===== src/rtl/tcp_option_parser_top_macros.svh =====
// Assertion macros for the TCP option parser.
`ifndef TCP_OPTION_PARSER_TOP_MACROS_SVH
`define TCP_OPTION_PARSER_TOP_MACROS_SVH

// The consequent must hold in the same cycle as the antecedent.
`define TOP_ASSERT_NOW(lbl, ante, cons) \
	lbl: assert property (@(posedge clk) disable iff (!arst_n) (ante) |-> (cons)) \
		else $error("tcp option parser assertion failed");

// The consequent must hold in the cycle after the antecedent.
`define TOP_ASSERT_NEXT(lbl, ante, cons) \
	lbl: assert property (@(posedge clk) disable iff (!arst_n) (ante) |=> (cons)) \
		else $error("tcp option parser assertion failed");

`endif


===== src/rtl/tcpop_pkg.sv =====
// Package with the types and constants of the TCP option parser.
`default_nettype none

package tcpop_pkg;

	localparam logic [3:0] WSCALE_MAX = 4'd14;

	localparam logic [15:0] RST_LOCAL_RCV_MSS = 16'd1460;
	localparam logic [15:0] RST_MIN_MSS       = 16'd88;
	localparam logic [15:0] RST_DEFAULT_MSS   = 16'd1460;

	localparam logic [1:0] CFG_LOCAL_RCV_MSS = 2'd0;
	localparam logic [1:0] CFG_MIN_MSS       = 2'd1;
	localparam logic [1:0] CFG_DEFAULT_MSS   = 2'd2;

	localparam logic [7:0] KIND_EOL    = 8'd0;
	localparam logic [7:0] KIND_NOP    = 8'd1;
	localparam logic [7:0] KIND_MSS    = 8'd2;
	localparam logic [7:0] KIND_WSCALE = 8'd3;
	localparam logic [7:0] LEN_MSS     = 8'd4;
	localparam logic [7:0] LEN_WSCALE  = 8'd3;
	localparam logic [7:0] LEN_MIN     = 8'd2;

	typedef enum logic [2:0] {
		PH_KIND = 3'b001,
		PH_LEN  = 3'b010,
		PH_DATA = 3'b100
	} phase_t;

	typedef enum logic [1:0] {
		OPT_OTHER  = 2'd0,
		OPT_MSS    = 2'd1,
		OPT_WSCALE = 2'd2
	} opt_kind_t;

	typedef struct packed {
		logic [7:0] opt_byte;
		logic       byte_valid;
		logic       is_last;
	} in_item_t;

	typedef struct packed {
		logic [15:0] send_mss;
		logic [3:0]  send_wscale;
		logic        mss_present;
		logic        wscale_present;
		logic        malformed;
	} out_item_t;

	typedef struct packed {
		logic        mss_seen;
		logic        wscale_seen;
		logic        bad;
		logic [15:0] mss_value;
		logic [3:0]  wscale_value;
	} parse_view_t;

endpackage

`default_nettype wire


===== src/rtl/tcp_option_parser_top.sv =====
// Top level of the TCP option parser for SYN segments.
// The block walks a TCP options area one byte per request and, on the request
// marked last, delivers one result with the send MSS, the peer window scale and
// the presence and malformed flags. It accepts one request per clock cycle while
// the input is not held back. A request is registered on acceptance; the option
// state and the MSS clamp are worked out from that register combinationally,
// and the result register loads the answer as the last request leaves it.
// Only a last request waiting behind a stalled, occupied result register holds
// the input back. Configuration writes must be made while no options area is in
// progress and no result is waiting.
`default_nettype none

`include "tcp_option_parser_top_macros.svh"

module tcp_option_parser_top import tcpop_pkg::*; (
	input  logic        clk,
	input  logic        arst_n,
	input  logic        in_valid,
	output logic        in_stall,
	input  in_item_t    in_data,
	output logic        out_valid,
	input  logic        out_stall,
	output out_item_t   out_data,
	input  logic        cfg_we,
	input  logic [1:0]  cfg_index,
	input  logic [15:0] cfg_data
);

	logic [15:0] local_rcv_mss_q;
	logic [15:0] min_mss_q;
	logic [15:0] default_mss_q;

	logic        valid_s1;
	in_item_t    item_s1;
	logic        adv_s1;
	logic        step_s1;
	logic        load_ok;
	parse_view_t view;

	always_ff @(posedge clk or negedge arst_n) begin
		if (!arst_n) begin
			local_rcv_mss_q <= RST_LOCAL_RCV_MSS;
			min_mss_q       <= RST_MIN_MSS;
			default_mss_q   <= RST_DEFAULT_MSS;
		end else if (cfg_we) begin
			unique case (cfg_index)
				CFG_LOCAL_RCV_MSS: local_rcv_mss_q <= cfg_data;
				CFG_MIN_MSS:       min_mss_q       <= cfg_data;
				CFG_DEFAULT_MSS:   default_mss_q   <= cfg_data;
				default: ;
			endcase
		end
	end

	assign adv_s1   = !item_s1.is_last || load_ok;
	assign step_s1  = valid_s1 && adv_s1;
	assign in_stall = valid_s1 && !adv_s1;

	always_ff @(posedge clk or negedge arst_n) begin
		if (!arst_n) begin
			valid_s1 <= 1'b0;
		end else if (in_valid && !in_stall) begin
			valid_s1 <= 1'b1;
		end else if (adv_s1) begin
			valid_s1 <= 1'b0;
		end
	end

	always_ff @(posedge clk) begin
		if (in_valid && !in_stall) begin
			item_s1 <= in_data;
		end
	end

	tcpop_parser u_parser (
		.clk    (clk),
		.arst_n (arst_n),
		.step   (step_s1),
		.item   (item_s1),
		.view   (view)
	);

	tcpop_result u_result (
		.clk           (clk),
		.arst_n        (arst_n),
		.load_req      (step_s1 && item_s1.is_last),
		.view          (view),
		.local_rcv_mss (local_rcv_mss_q),
		.min_mss       (min_mss_q),
		.default_mss   (default_mss_q),
		.out_stall     (out_stall),
		.load_ok       (load_ok),
		.out_valid     (out_valid),
		.out_data      (out_data)
	);

	`TOP_ASSERT_NOW(a_stall_only_on_last, in_stall, valid_s1 && item_s1.is_last && out_valid)
	`TOP_ASSERT_NEXT(a_last_gives_result, step_s1 && item_s1.is_last, out_valid)
	`TOP_ASSERT_NOW(a_mss_clamped, out_valid && out_data.mss_present && min_mss_q <= local_rcv_mss_q, out_data.send_mss >= min_mss_q && out_data.send_mss <= local_rcv_mss_q)

endmodule

`default_nettype wire


===== src/rtl/tcpop_parser.sv =====
// Option walker that tracks the parse state byte by byte.
`default_nettype none

module tcpop_parser import tcpop_pkg::*; (
	input  logic        clk,
	input  logic        arst_n,
	input  logic        step,
	input  in_item_t    item,
	output parse_view_t view
);

	phase_t      phase_q, phase_n;
	opt_kind_t   kind_q, kind_n;
	logic [7:0]  left_q, left_n;
	logic        idx_q, idx_n;
	logic [7:0]  mss_hi_q, mss_hi_n;
	logic [15:0] mss_q, mss_n;
	logic [3:0]  ws_q, ws_n;
	logic        mss_seen_q, mss_seen_n;
	logic        ws_seen_q, ws_seen_n;
	logic        bad_q, bad_n;
	logic        stopped_q, stopped_n;
	logic [7:0]  b;

	assign b = item.opt_byte;

	always_comb begin
		phase_n    = phase_q;
		kind_n     = kind_q;
		left_n     = left_q;
		idx_n      = idx_q;
		mss_hi_n   = mss_hi_q;
		mss_n      = mss_q;
		ws_n       = ws_q;
		mss_seen_n = mss_seen_q;
		ws_seen_n  = ws_seen_q;
		bad_n      = bad_q;
		stopped_n  = stopped_q;
		if (item.byte_valid && !stopped_q) begin
			unique case (phase_q)
				PH_LEN: begin
					if (b < LEN_MIN) begin
						bad_n     = 1'b1;
						stopped_n = 1'b1;
					end else begin
						if (kind_q == OPT_MSS && b == LEN_MSS) begin
							kind_n = OPT_MSS;
						end else if (kind_q == OPT_WSCALE && b == LEN_WSCALE) begin
							kind_n = OPT_WSCALE;
						end else begin
							kind_n = OPT_OTHER;
						end
						left_n  = b - LEN_MIN;
						idx_n   = 1'b0;
						phase_n = (b == LEN_MIN) ? PH_KIND : PH_DATA;
					end
				end
				PH_DATA: begin
					if (kind_q == OPT_MSS) begin
						if (!idx_q) begin
							mss_hi_n = b;
						end else begin
							mss_n      = {mss_hi_q, b};
							mss_seen_n = 1'b1;
						end
					end else if (kind_q == OPT_WSCALE) begin
						ws_n      = (b > {4'd0, WSCALE_MAX}) ? WSCALE_MAX : b[3:0];
						ws_seen_n = 1'b1;
					end
					idx_n  = 1'b1;
					left_n = left_q - 8'd1;
					if (left_q == 8'd1) begin
						phase_n = PH_KIND;
					end
				end
				default: begin
					if (b == KIND_EOL) begin
						stopped_n = 1'b1;
					end else if (b != KIND_NOP) begin
						if (b == KIND_MSS) begin
							kind_n = OPT_MSS;
						end else if (b == KIND_WSCALE) begin
							kind_n = OPT_WSCALE;
						end else begin
							kind_n = OPT_OTHER;
						end
						phase_n = PH_LEN;
					end
				end
			endcase
		end
	end

	assign view = '{
		mss_seen:     mss_seen_n,
		wscale_seen:  ws_seen_n,
		bad:          bad_n,
		mss_value:    mss_n,
		wscale_value: ws_n
	};

	always_ff @(posedge clk or negedge arst_n) begin
		if (!arst_n) begin
			phase_q    <= PH_KIND;
			kind_q     <= OPT_OTHER;
			left_q     <= 8'd0;
			idx_q      <= 1'b0;
			mss_seen_q <= 1'b0;
			ws_seen_q  <= 1'b0;
			bad_q      <= 1'b0;
			stopped_q  <= 1'b0;
		end else if (step) begin
			if (item.is_last) begin
				phase_q    <= PH_KIND;
				kind_q     <= OPT_OTHER;
				left_q     <= 8'd0;
				idx_q      <= 1'b0;
				mss_seen_q <= 1'b0;
				ws_seen_q  <= 1'b0;
				bad_q      <= 1'b0;
				stopped_q  <= 1'b0;
			end else begin
				phase_q    <= phase_n;
				kind_q     <= kind_n;
				left_q     <= left_n;
				idx_q      <= idx_n;
				mss_seen_q <= mss_seen_n;
				ws_seen_q  <= ws_seen_n;
				bad_q      <= bad_n;
				stopped_q  <= stopped_n;
			end
		end
	end

	always_ff @(posedge clk) begin
		if (step) begin
			mss_hi_q <= mss_hi_n;
			mss_q    <= mss_n;
			ws_q     <= ws_n;
		end
	end

endmodule

`default_nettype wire


===== src/rtl/tcpop_result.sv =====
// Send MSS clamp and result register of the TCP option parser.
`default_nettype none

module tcpop_result import tcpop_pkg::*; (
	input  logic        clk,
	input  logic        arst_n,
	input  logic        load_req,
	input  parse_view_t view,
	input  logic [15:0] local_rcv_mss,
	input  logic [15:0] min_mss,
	input  logic [15:0] default_mss,
	input  logic        out_stall,
	output logic        load_ok,
	output logic        out_valid,
	output out_item_t   out_data
);

	logic        valid_q;
	out_item_t   data_q;
	logic [15:0] floor_mss;
	logic [15:0] clamp_mss;
	out_item_t   res;

	assign floor_mss = (view.mss_value > min_mss) ? view.mss_value : min_mss;
	assign clamp_mss = (floor_mss > local_rcv_mss) ? local_rcv_mss : floor_mss;

	assign res = '{
		send_mss:       view.mss_seen ? clamp_mss : default_mss,
		send_wscale:    view.wscale_seen ? view.wscale_value : 4'd0,
		mss_present:    view.mss_seen,
		wscale_present: view.wscale_seen,
		malformed:      view.bad
	};

	assign load_ok = !valid_q || !out_stall;

	always_ff @(posedge clk or negedge arst_n) begin
		if (!arst_n) begin
			valid_q <= 1'b0;
		end else if (load_req && load_ok) begin
			valid_q <= 1'b1;
		end else if (!out_stall) begin
			valid_q <= 1'b0;
		end
	end

	always_ff @(posedge clk) begin
		if (load_req && load_ok) begin
			data_q <= res;
		end
	end

	assign out_valid = valid_q;
	assign out_data  = data_q;

endmodule

`default_nettype wire

===== config.mk =====
export PLATFORM = sky130hd
export DESIGN_NAME = tcp_option_parser_top
export DESIGN_NICKNAME = d
export VERILOG_FILES = /design/src/rtl/tcpop_pkg.sv /design/src/rtl/tcp_option_parser_top.sv /design/src/rtl/tcpop_parser.sv /design/src/rtl/tcpop_result.sv
export VERILOG_INCLUDE_DIRS = /design/src /design/src/rtl
export SDC_FILE = /design/constraint.sdc
export NUM_CORES = 1
export LEC_CHECK = 0
export BUFFER_PORTS_ARGS = -buffer_cell sky130_fd_sc_hd__clkbuf_2
export CELL_PAD_IN_SITES_DETAIL_PLACEMENT = 2
export CELL_PAD_IN_SITES_GLOBAL_PLACEMENT = 2
export CORE_MARGIN = 3
export CORE_UTILIZATION = 25
export DETAILED_ROUTE_END_ITERATION = 16
export PLACE_DENSITY = 0.57
export SETUP_SLACK_MARGIN = 0.3
export SYNTH_ARGS = -nofsm -noshare
export SYNTH_HDL_FRONTEND = slang
export SYNTH_SLANG_ARGS = --single-unit

===== constraint.sdc =====
create_clock -name clk -period 14.6 [get_ports clk]
set_input_delay 2.92 -clock clk [delete_from_list [all_inputs] [get_ports clk]]
set_output_delay 2.92 -clock clk [all_outputs]
set_load 0.05 [all_outputs]

=== Yosys cells after proc, flatten, opt, wreduce, memory -nomap -nowiden ===
Cells that the tools add are included.

* $add $sub $neg: 2
* Multiply operators: 0
* Div/mod/pow operators: 0
* Magnitude comparators: 4
* Eq/ne operators: 18
* Shift-type cells: 0
* Mux-type cells: 61
* Bitwise operators: 1
* Reduce and logical (&&, ||, !) cells: 32

{| class="wikitable"
|+ Operator list
! kind !! count
|-
| 16-bit 2-to-1 mux || 7
|-
| 16-bit greater-than comparator || 2
|-
| 1-bit 2-to-1 mux || 25
|-
| 8-bit 2-to-1 mux || 3
|-
| 3-bit 2-to-1 mux || 7
|-
| 4-bit 2-to-1 mux || 5
|-
| 2-bit 2-to-1 mux || 9
|-
| 8-bit by 2-bit equality test with 1-bit output (second input constant) || 2
|-
| 8-bit one-hot mux with 2 select lines || 1
|-
| 6-bit AND reduction || 2
|-
| 5-bit AND reduction || 2
|-
| 3-bit nonzero test || 3
|-
| 8-bit by 1-bit equality test with 1-bit output (second input constant) || 1
|-
| 8-bit by 3-bit equality test with 1-bit output (second input constant) || 1
|-
| 8-bit by 4-bit greater-than comparator with 1-bit output (second input constant) || 1
|-
| 1-bit logical AND || 8
|-
| 8-bit zero test || 1
|-
| 8-bit by 2-bit less-than comparator with 1-bit output (second input constant) || 1
|-
| 8-bit by 1-bit inequality test with 1-bit output (second input constant) || 1
|-
| 8-bit by 1-bit subtractor with 8-bit output (second input constant) || 1
|-
| 8-bit by 2-bit subtractor with 8-bit output (second input constant) || 1
|-
| 1-bit zero test || 6
|-
| 3-bit by 2-bit inequality test with 1-bit output (second input constant) || 2
|-
| 3-bit inequality test (second input constant) || 2
|-
| 17 further kinds || 24
|}

* Flip-flop bits (word level): 129
* Bits in latches: 0
* RAM bits: 0
* ROM bits: 0
* Word-level logic and storage cells: 142
* Memories kept: 0

=== Longest topological paths before layout ===
* Depth after elaboration: 9
* Mapped depth: 25
* Depth with buffers taken out: 19

=== Hierarchy ===
A second synthesis with hierarchy kept.

* Cells, all modules: 621
* Area total of the unflattened synthesis: 7158.1 um^2

{| class="wikitable"
|+ By module, submodules not included
! module !! times used !! cells an instance !! area an instance (um^2)
|-
| tcpop_result || 1 || 264 || 2537.4
|-
| tcpop_parser || 1 || 236 || 2418.6
|-
| tcp_option_parser_top || 1 || 121 || 2202.1
|}

=== Worst setup path after synthesis ===
Ideal clock, no wire load.

* Path kind: in2out
* Start: in out_stall
* End: out in_stall
* Data arrival time: 3.384 ns
* Path slack: 8.296 ns
* Stages: 2
* Buffers on the path: 0
* Cells stage by stage: nand4_1 -> inv_1

* Longest elaborated chain between the ends: 5

{| class="wikitable"
|+ Ends and longest elaborated chain
! element !! line !! RTL
|-
| from (decl) || tcp_option_parser_top.sv:22 || <nowiki>input logic out_stall,</nowiki>
|-
| 1-bit zero test || tcpop_result.sv:35 || <nowiki>assign load_ok = !valid_q || !out_stall;</nowiki>
|-
| 1-bit logical OR || tcpop_result.sv:35 ||
|-
| 1-bit logical OR || tcp_option_parser_top.sv:55 || <nowiki>assign adv_s1 = !item_s1.is_last || load_ok;</nowiki>
|-
| 1-bit zero test || tcp_option_parser_top.sv:57 || <nowiki>assign in_stall = valid_s1 && !adv_s1;</nowiki>
|-
| 1-bit logical AND || tcp_option_parser_top.sv:57 ||
|-
| to (decl) || tcp_option_parser_top.sv:19 || <nowiki>output logic in_stall,</nowiki>
|}

No other way between the ends.

==> summary.txt <==
Status
  • Status: finished clean

Power
  • Clock network power share: between 30% and 40%
  • Comb pwr share: a little under a quarter
  • Overall Power: 1.16 mW
  • Internal power: 0.794 mW
  • Net Sw Power: 0.370 mW
  • Switch share: 31.8%
  • Pwr Density: 149 nW/um^2
  • Pleak: 3.27 nW
  • Worst vdd ir: 0.0000796 V
  • Flop pwr share: about two fifths

Synthesis
  • Seq/Total Area, Yosys: between 50% and 60%
  • Yosys warns: 0
  • Post-Syn Instances: 557
  • Primary FF master, synth: edfxtp_1
  • Distinct cells, synth: 51
  • Asr flop ratio synth: 52.7%
  • Post-synth EDFFs: between 60 and 70
  • Seq cells post-synth: around 130
  • Netlist Area Pre-Place: 6640 sq um
  • Mapped Avg Cell Area: roughly 12 sq um
  • Mapped Nets: between 600 and 700

Layout
  • Area growth from synthesis to layout: 17.8%
  • Core Util, Final: a little under a third
  • Final nets: 686
  • Share of cells above drive strength 1: between 20% and 30%
  • Diode count: 0

STA
  • WHS: 507 ps
  • Slew @ Worst Pin: approximately 1200 ps
  • Rel. slew slack: ~22%
  • Fin crit period: around 7000 ps
  • Final Hold Fails: 0
  • Final number of setup-violating endpoints: 0
  • Post-route setup TNS: 0 ps
  • Final period util: 46.6%
  • Worst Slack Setup Final: 7800 ps
  • RSZ-0062 raised after global routing: false
  • FMAX: ~150 MHz
  • Slew Limit Fails: 0
  • Clk_skew: 13.7 ps

Critical path
  • Worst R2R Path Depth: 17
  • Reg-to-reg setup timing slack: 7800 ps
  • WP data arrival: ~7100 ps
  • CP Max Fanout: 18
  • Slowest cell on crit path: and3b_1
  • Critical path origin: u_parser.phase_q[1]
  • CP cell instances: or3b_1 > nor2_2 > and3_4 > mux2_2 > ha_1 > nand4_1 > nor4_1 > o21ai_0 > a31oi_4 > mux2_2 > ha_1 > nand4_1 > or4_1 > a21oi_1 > nand4b_1 > and3b_1 > a221o_1
  • Critical path required time: 14880 ps
  • Delay of the slowest critical-path stage: roughly 750 ps
  • Reg2reg start: u_parser.phase_q[1]
  • Worst Setup EP: u_result.out_data[14]
  • Crit end category: register
  • Setup CP Type: register to register
  • CP Launch Type: register
  • Reg-to-reg endpoint: u_result.out_data[14]

Floorplan
  • Width of the die: 169 um
  • Die area: ~29000 sq um
  • FP Rows: 59
  • Starting Density: between 20% and 30%
  • Io pins: 58
  • Core ar.: ~26000 sq um
  • Die Y: between 150 and 200 um

Placed design
  • Input/output buffers: 57
  • Placer Congestion: 0.775
  • Worst slack, placed: a little under 8000 ps
  • DP HPWL: around 13000 um

Routing
  • WL final: 18800 um
  • Vias/cell: 4.71
  • Vias: 4545
  • Avg WL per Cell: about 19 um
  • Final ANT Viol Nets: 0
  • Initial DRC count: 160
  • 1st-pass router iterations: 4
  • Drc violations: 0

Global routing
  • Most used routing layer in global routing: met2
  • Global-route wire length before repair: between 30000 and 40000 um
  • Largest net degree at the start of global routing: 69
  • Grt ovf: 0
  • Global Route met3 Usage: 2.20%
  • Global routing usage on met1: a little under a fifth
  • Initial antenna violation count: 0
  • Met2 Usage GRT: a little under a quarter
  • Total track usage: 13.7%
  • Via count of the first global-routing pass: 5261

Clock tree
  • Clock sink count: between 100 and 150
  • Root buf cell: clkbuf_16
  • H-tree Lvls: 4
  • Hold-fix buffers, CTS: 0
  • PostCTS Resize Cnt: 0
  • Clock tree buffer depth: 2
  • Worst-skew pair later-pin latency: 420 ps
  • CTS Buf Count: 17
  • # Post-CTS Setup Buffers: 0
  • Worst-path clk slew: approximately 60 ps
  • CTS tree: built

Flow run
  • Max Cap Viol: 0

Min path
  • Worst hold-check path type: register to register
[logic make-up (layout without fill, tap and decap cells)]
family	count (synthesis)	count (layout)	share of synthesized area [%]
AOI/OAI and AO/OA	98	98	10.0
xor gates and xnor gates	5	5	0.659
adders and majority gates	36	36	6.78
buffers and inverters	66	139	4.52
DFF	129	129	53.5
muxes	67	67	12.4
and+or+nand+nor	156	156	12.2
[worst min-delay path by stage]
stage / startpoint / endpoint / slack, ps / cells past startpoint
global placement: u_parser.ws_seen_q / u_parser.ws_seen_q / 480 / 2
detailed placement: default_mss_q[13] / default_mss_q[13] / 490 / 1
finish: default_mss_q[15] / default_mss_q[15] / 510 / 1
global route: default_mss_q[9] / default_mss_q[9] / 530 / 1
floorplan: u_parser.ws_seen_q / u_parser.ws_seen_q / 460 / 2
CTS: default_mss_q[15] / default_mss_q[15] / 510 / 1
[Yosys cell counts, drive strengths merged, types with 4 or more instances]
cell	n	area (sq um)
inv	46	173
buf	9	86.3
edfxtp	61	1830
nor2	30	118
mux2	67	822
nand3	6	30.0
ha	36	450
a21oi	24	124
nor4	6	37.5
a221o	16	160
nand2b	8	50.1
nand3b	4	30.0
dfstp	16	420
dfrtp	52	1300
a31oi	7	58.8
clkbuf	11	41.3
nor2b	6	37.5
and2	21	131
nor3	12	60.1
nand2	40	150
nand4	9	56.3
o21ai	35	175
[sequential cells by signal (all words and copies together), names as in the netlist]
name / count
local_rcv_mss_q: 16
u_parser.mss_seen_q: 1
u_parser.bad_q: 1
u_parser.phase_q: 3
u_parser.left_q: 8
u_result.out_data: 23
u_result.out_valid: 1
u_parser.ws_seen_q: 1
u_parser.mss_q: 16
u_parser.stopped_q: 1
u_parser.idx_q: 1
u_parser.kind_q: 2
item_s1: 10
u_parser.ws_q: 4
valid_s1: 1
min_mss_q: 16
default_mss_q: 16
u_parser.mss_hi_q: 8
[through the flow]
step                      cell area, sq um  std cells
after floorplan                       6640        557
after global placement                7260        933
after detailed placement              7260        933
after CTS                             7820        965
after global routing                  7820        965
final                                 7820        965
[cell usage in the layout, fill, tap and decap left out, types with 3 or more instances in the layout]
| cell type | n |
|---|---|
| a221o_1 | 16 |
| xor2_1 | 3 |
| ha_1 | 36 |
| and2_1 | 21 |
| dfstp_2 | 16 |
| nand3b_1 | 4 |
| dfrtp_1 | 52 |
| edfxtp_1 | 61 |
| nand3_1 | 6 |
| mux2_2 | 49 |
| o211ai_1 | 3 |
| clkinv_4 | 4 |
| nor3_1 | 12 |
| o21ai_0 | 34 |
| nand4_1 | 9 |
| nand2_1 | 40 |
| nor2_1 | 28 |
| inv_1 | 46 |
| a31oi_1 | 6 |
| o31ai_1 | 3 |
| nor4_1 | 6 |
| clkbuf_2 | 56 |
| nor2b_1 | 6 |
| inv_6 | 3 |
| mux2_4 | 18 |
| clkbuf_16 | 17 |
| buf_4 | 4 |
| nand2b_1 | 8 |
| a21oi_1 | 23 |
[power groups by stage]
stage          clock network, mW  registers, mW  logic (mW)
2_1_floorplan                  0          0.484       0.182
3_3_place_gp                   0          0.481       0.262
3_5_place_dp                   0          0.485       0.273
4_1_cts                    0.427          0.478       0.279
5_1_grt                    0.442          0.485       0.309
6_report                   0.413          0.477       0.274
[worst max-delay path, delay by kind of cell, from the launching register on]
family          cells  cell delay, ps
compound gates      4            1370
mux                 2             850
flops               1             440
fa+ha+maj           2             620
simple gates        9            3360
[cell type report]
type	instances	area, sq um
Clock inverter	14	129
Sequential cell	129	3550
Tap cell	335	419
Timing Repair Buffer	61	315
Clock buffer	18	439
Fill cell	2812	18200
Inverter	46	173
Multi-Input combinational cell	362	2800
[metal layers]
metal	part of all wire, %	up-vias
met5	0	-
met4	1.4	0
met3	1.9	21
met2	49	59
met1	48	2322
li1	-	2143
(Power assumes the default switching activity.)
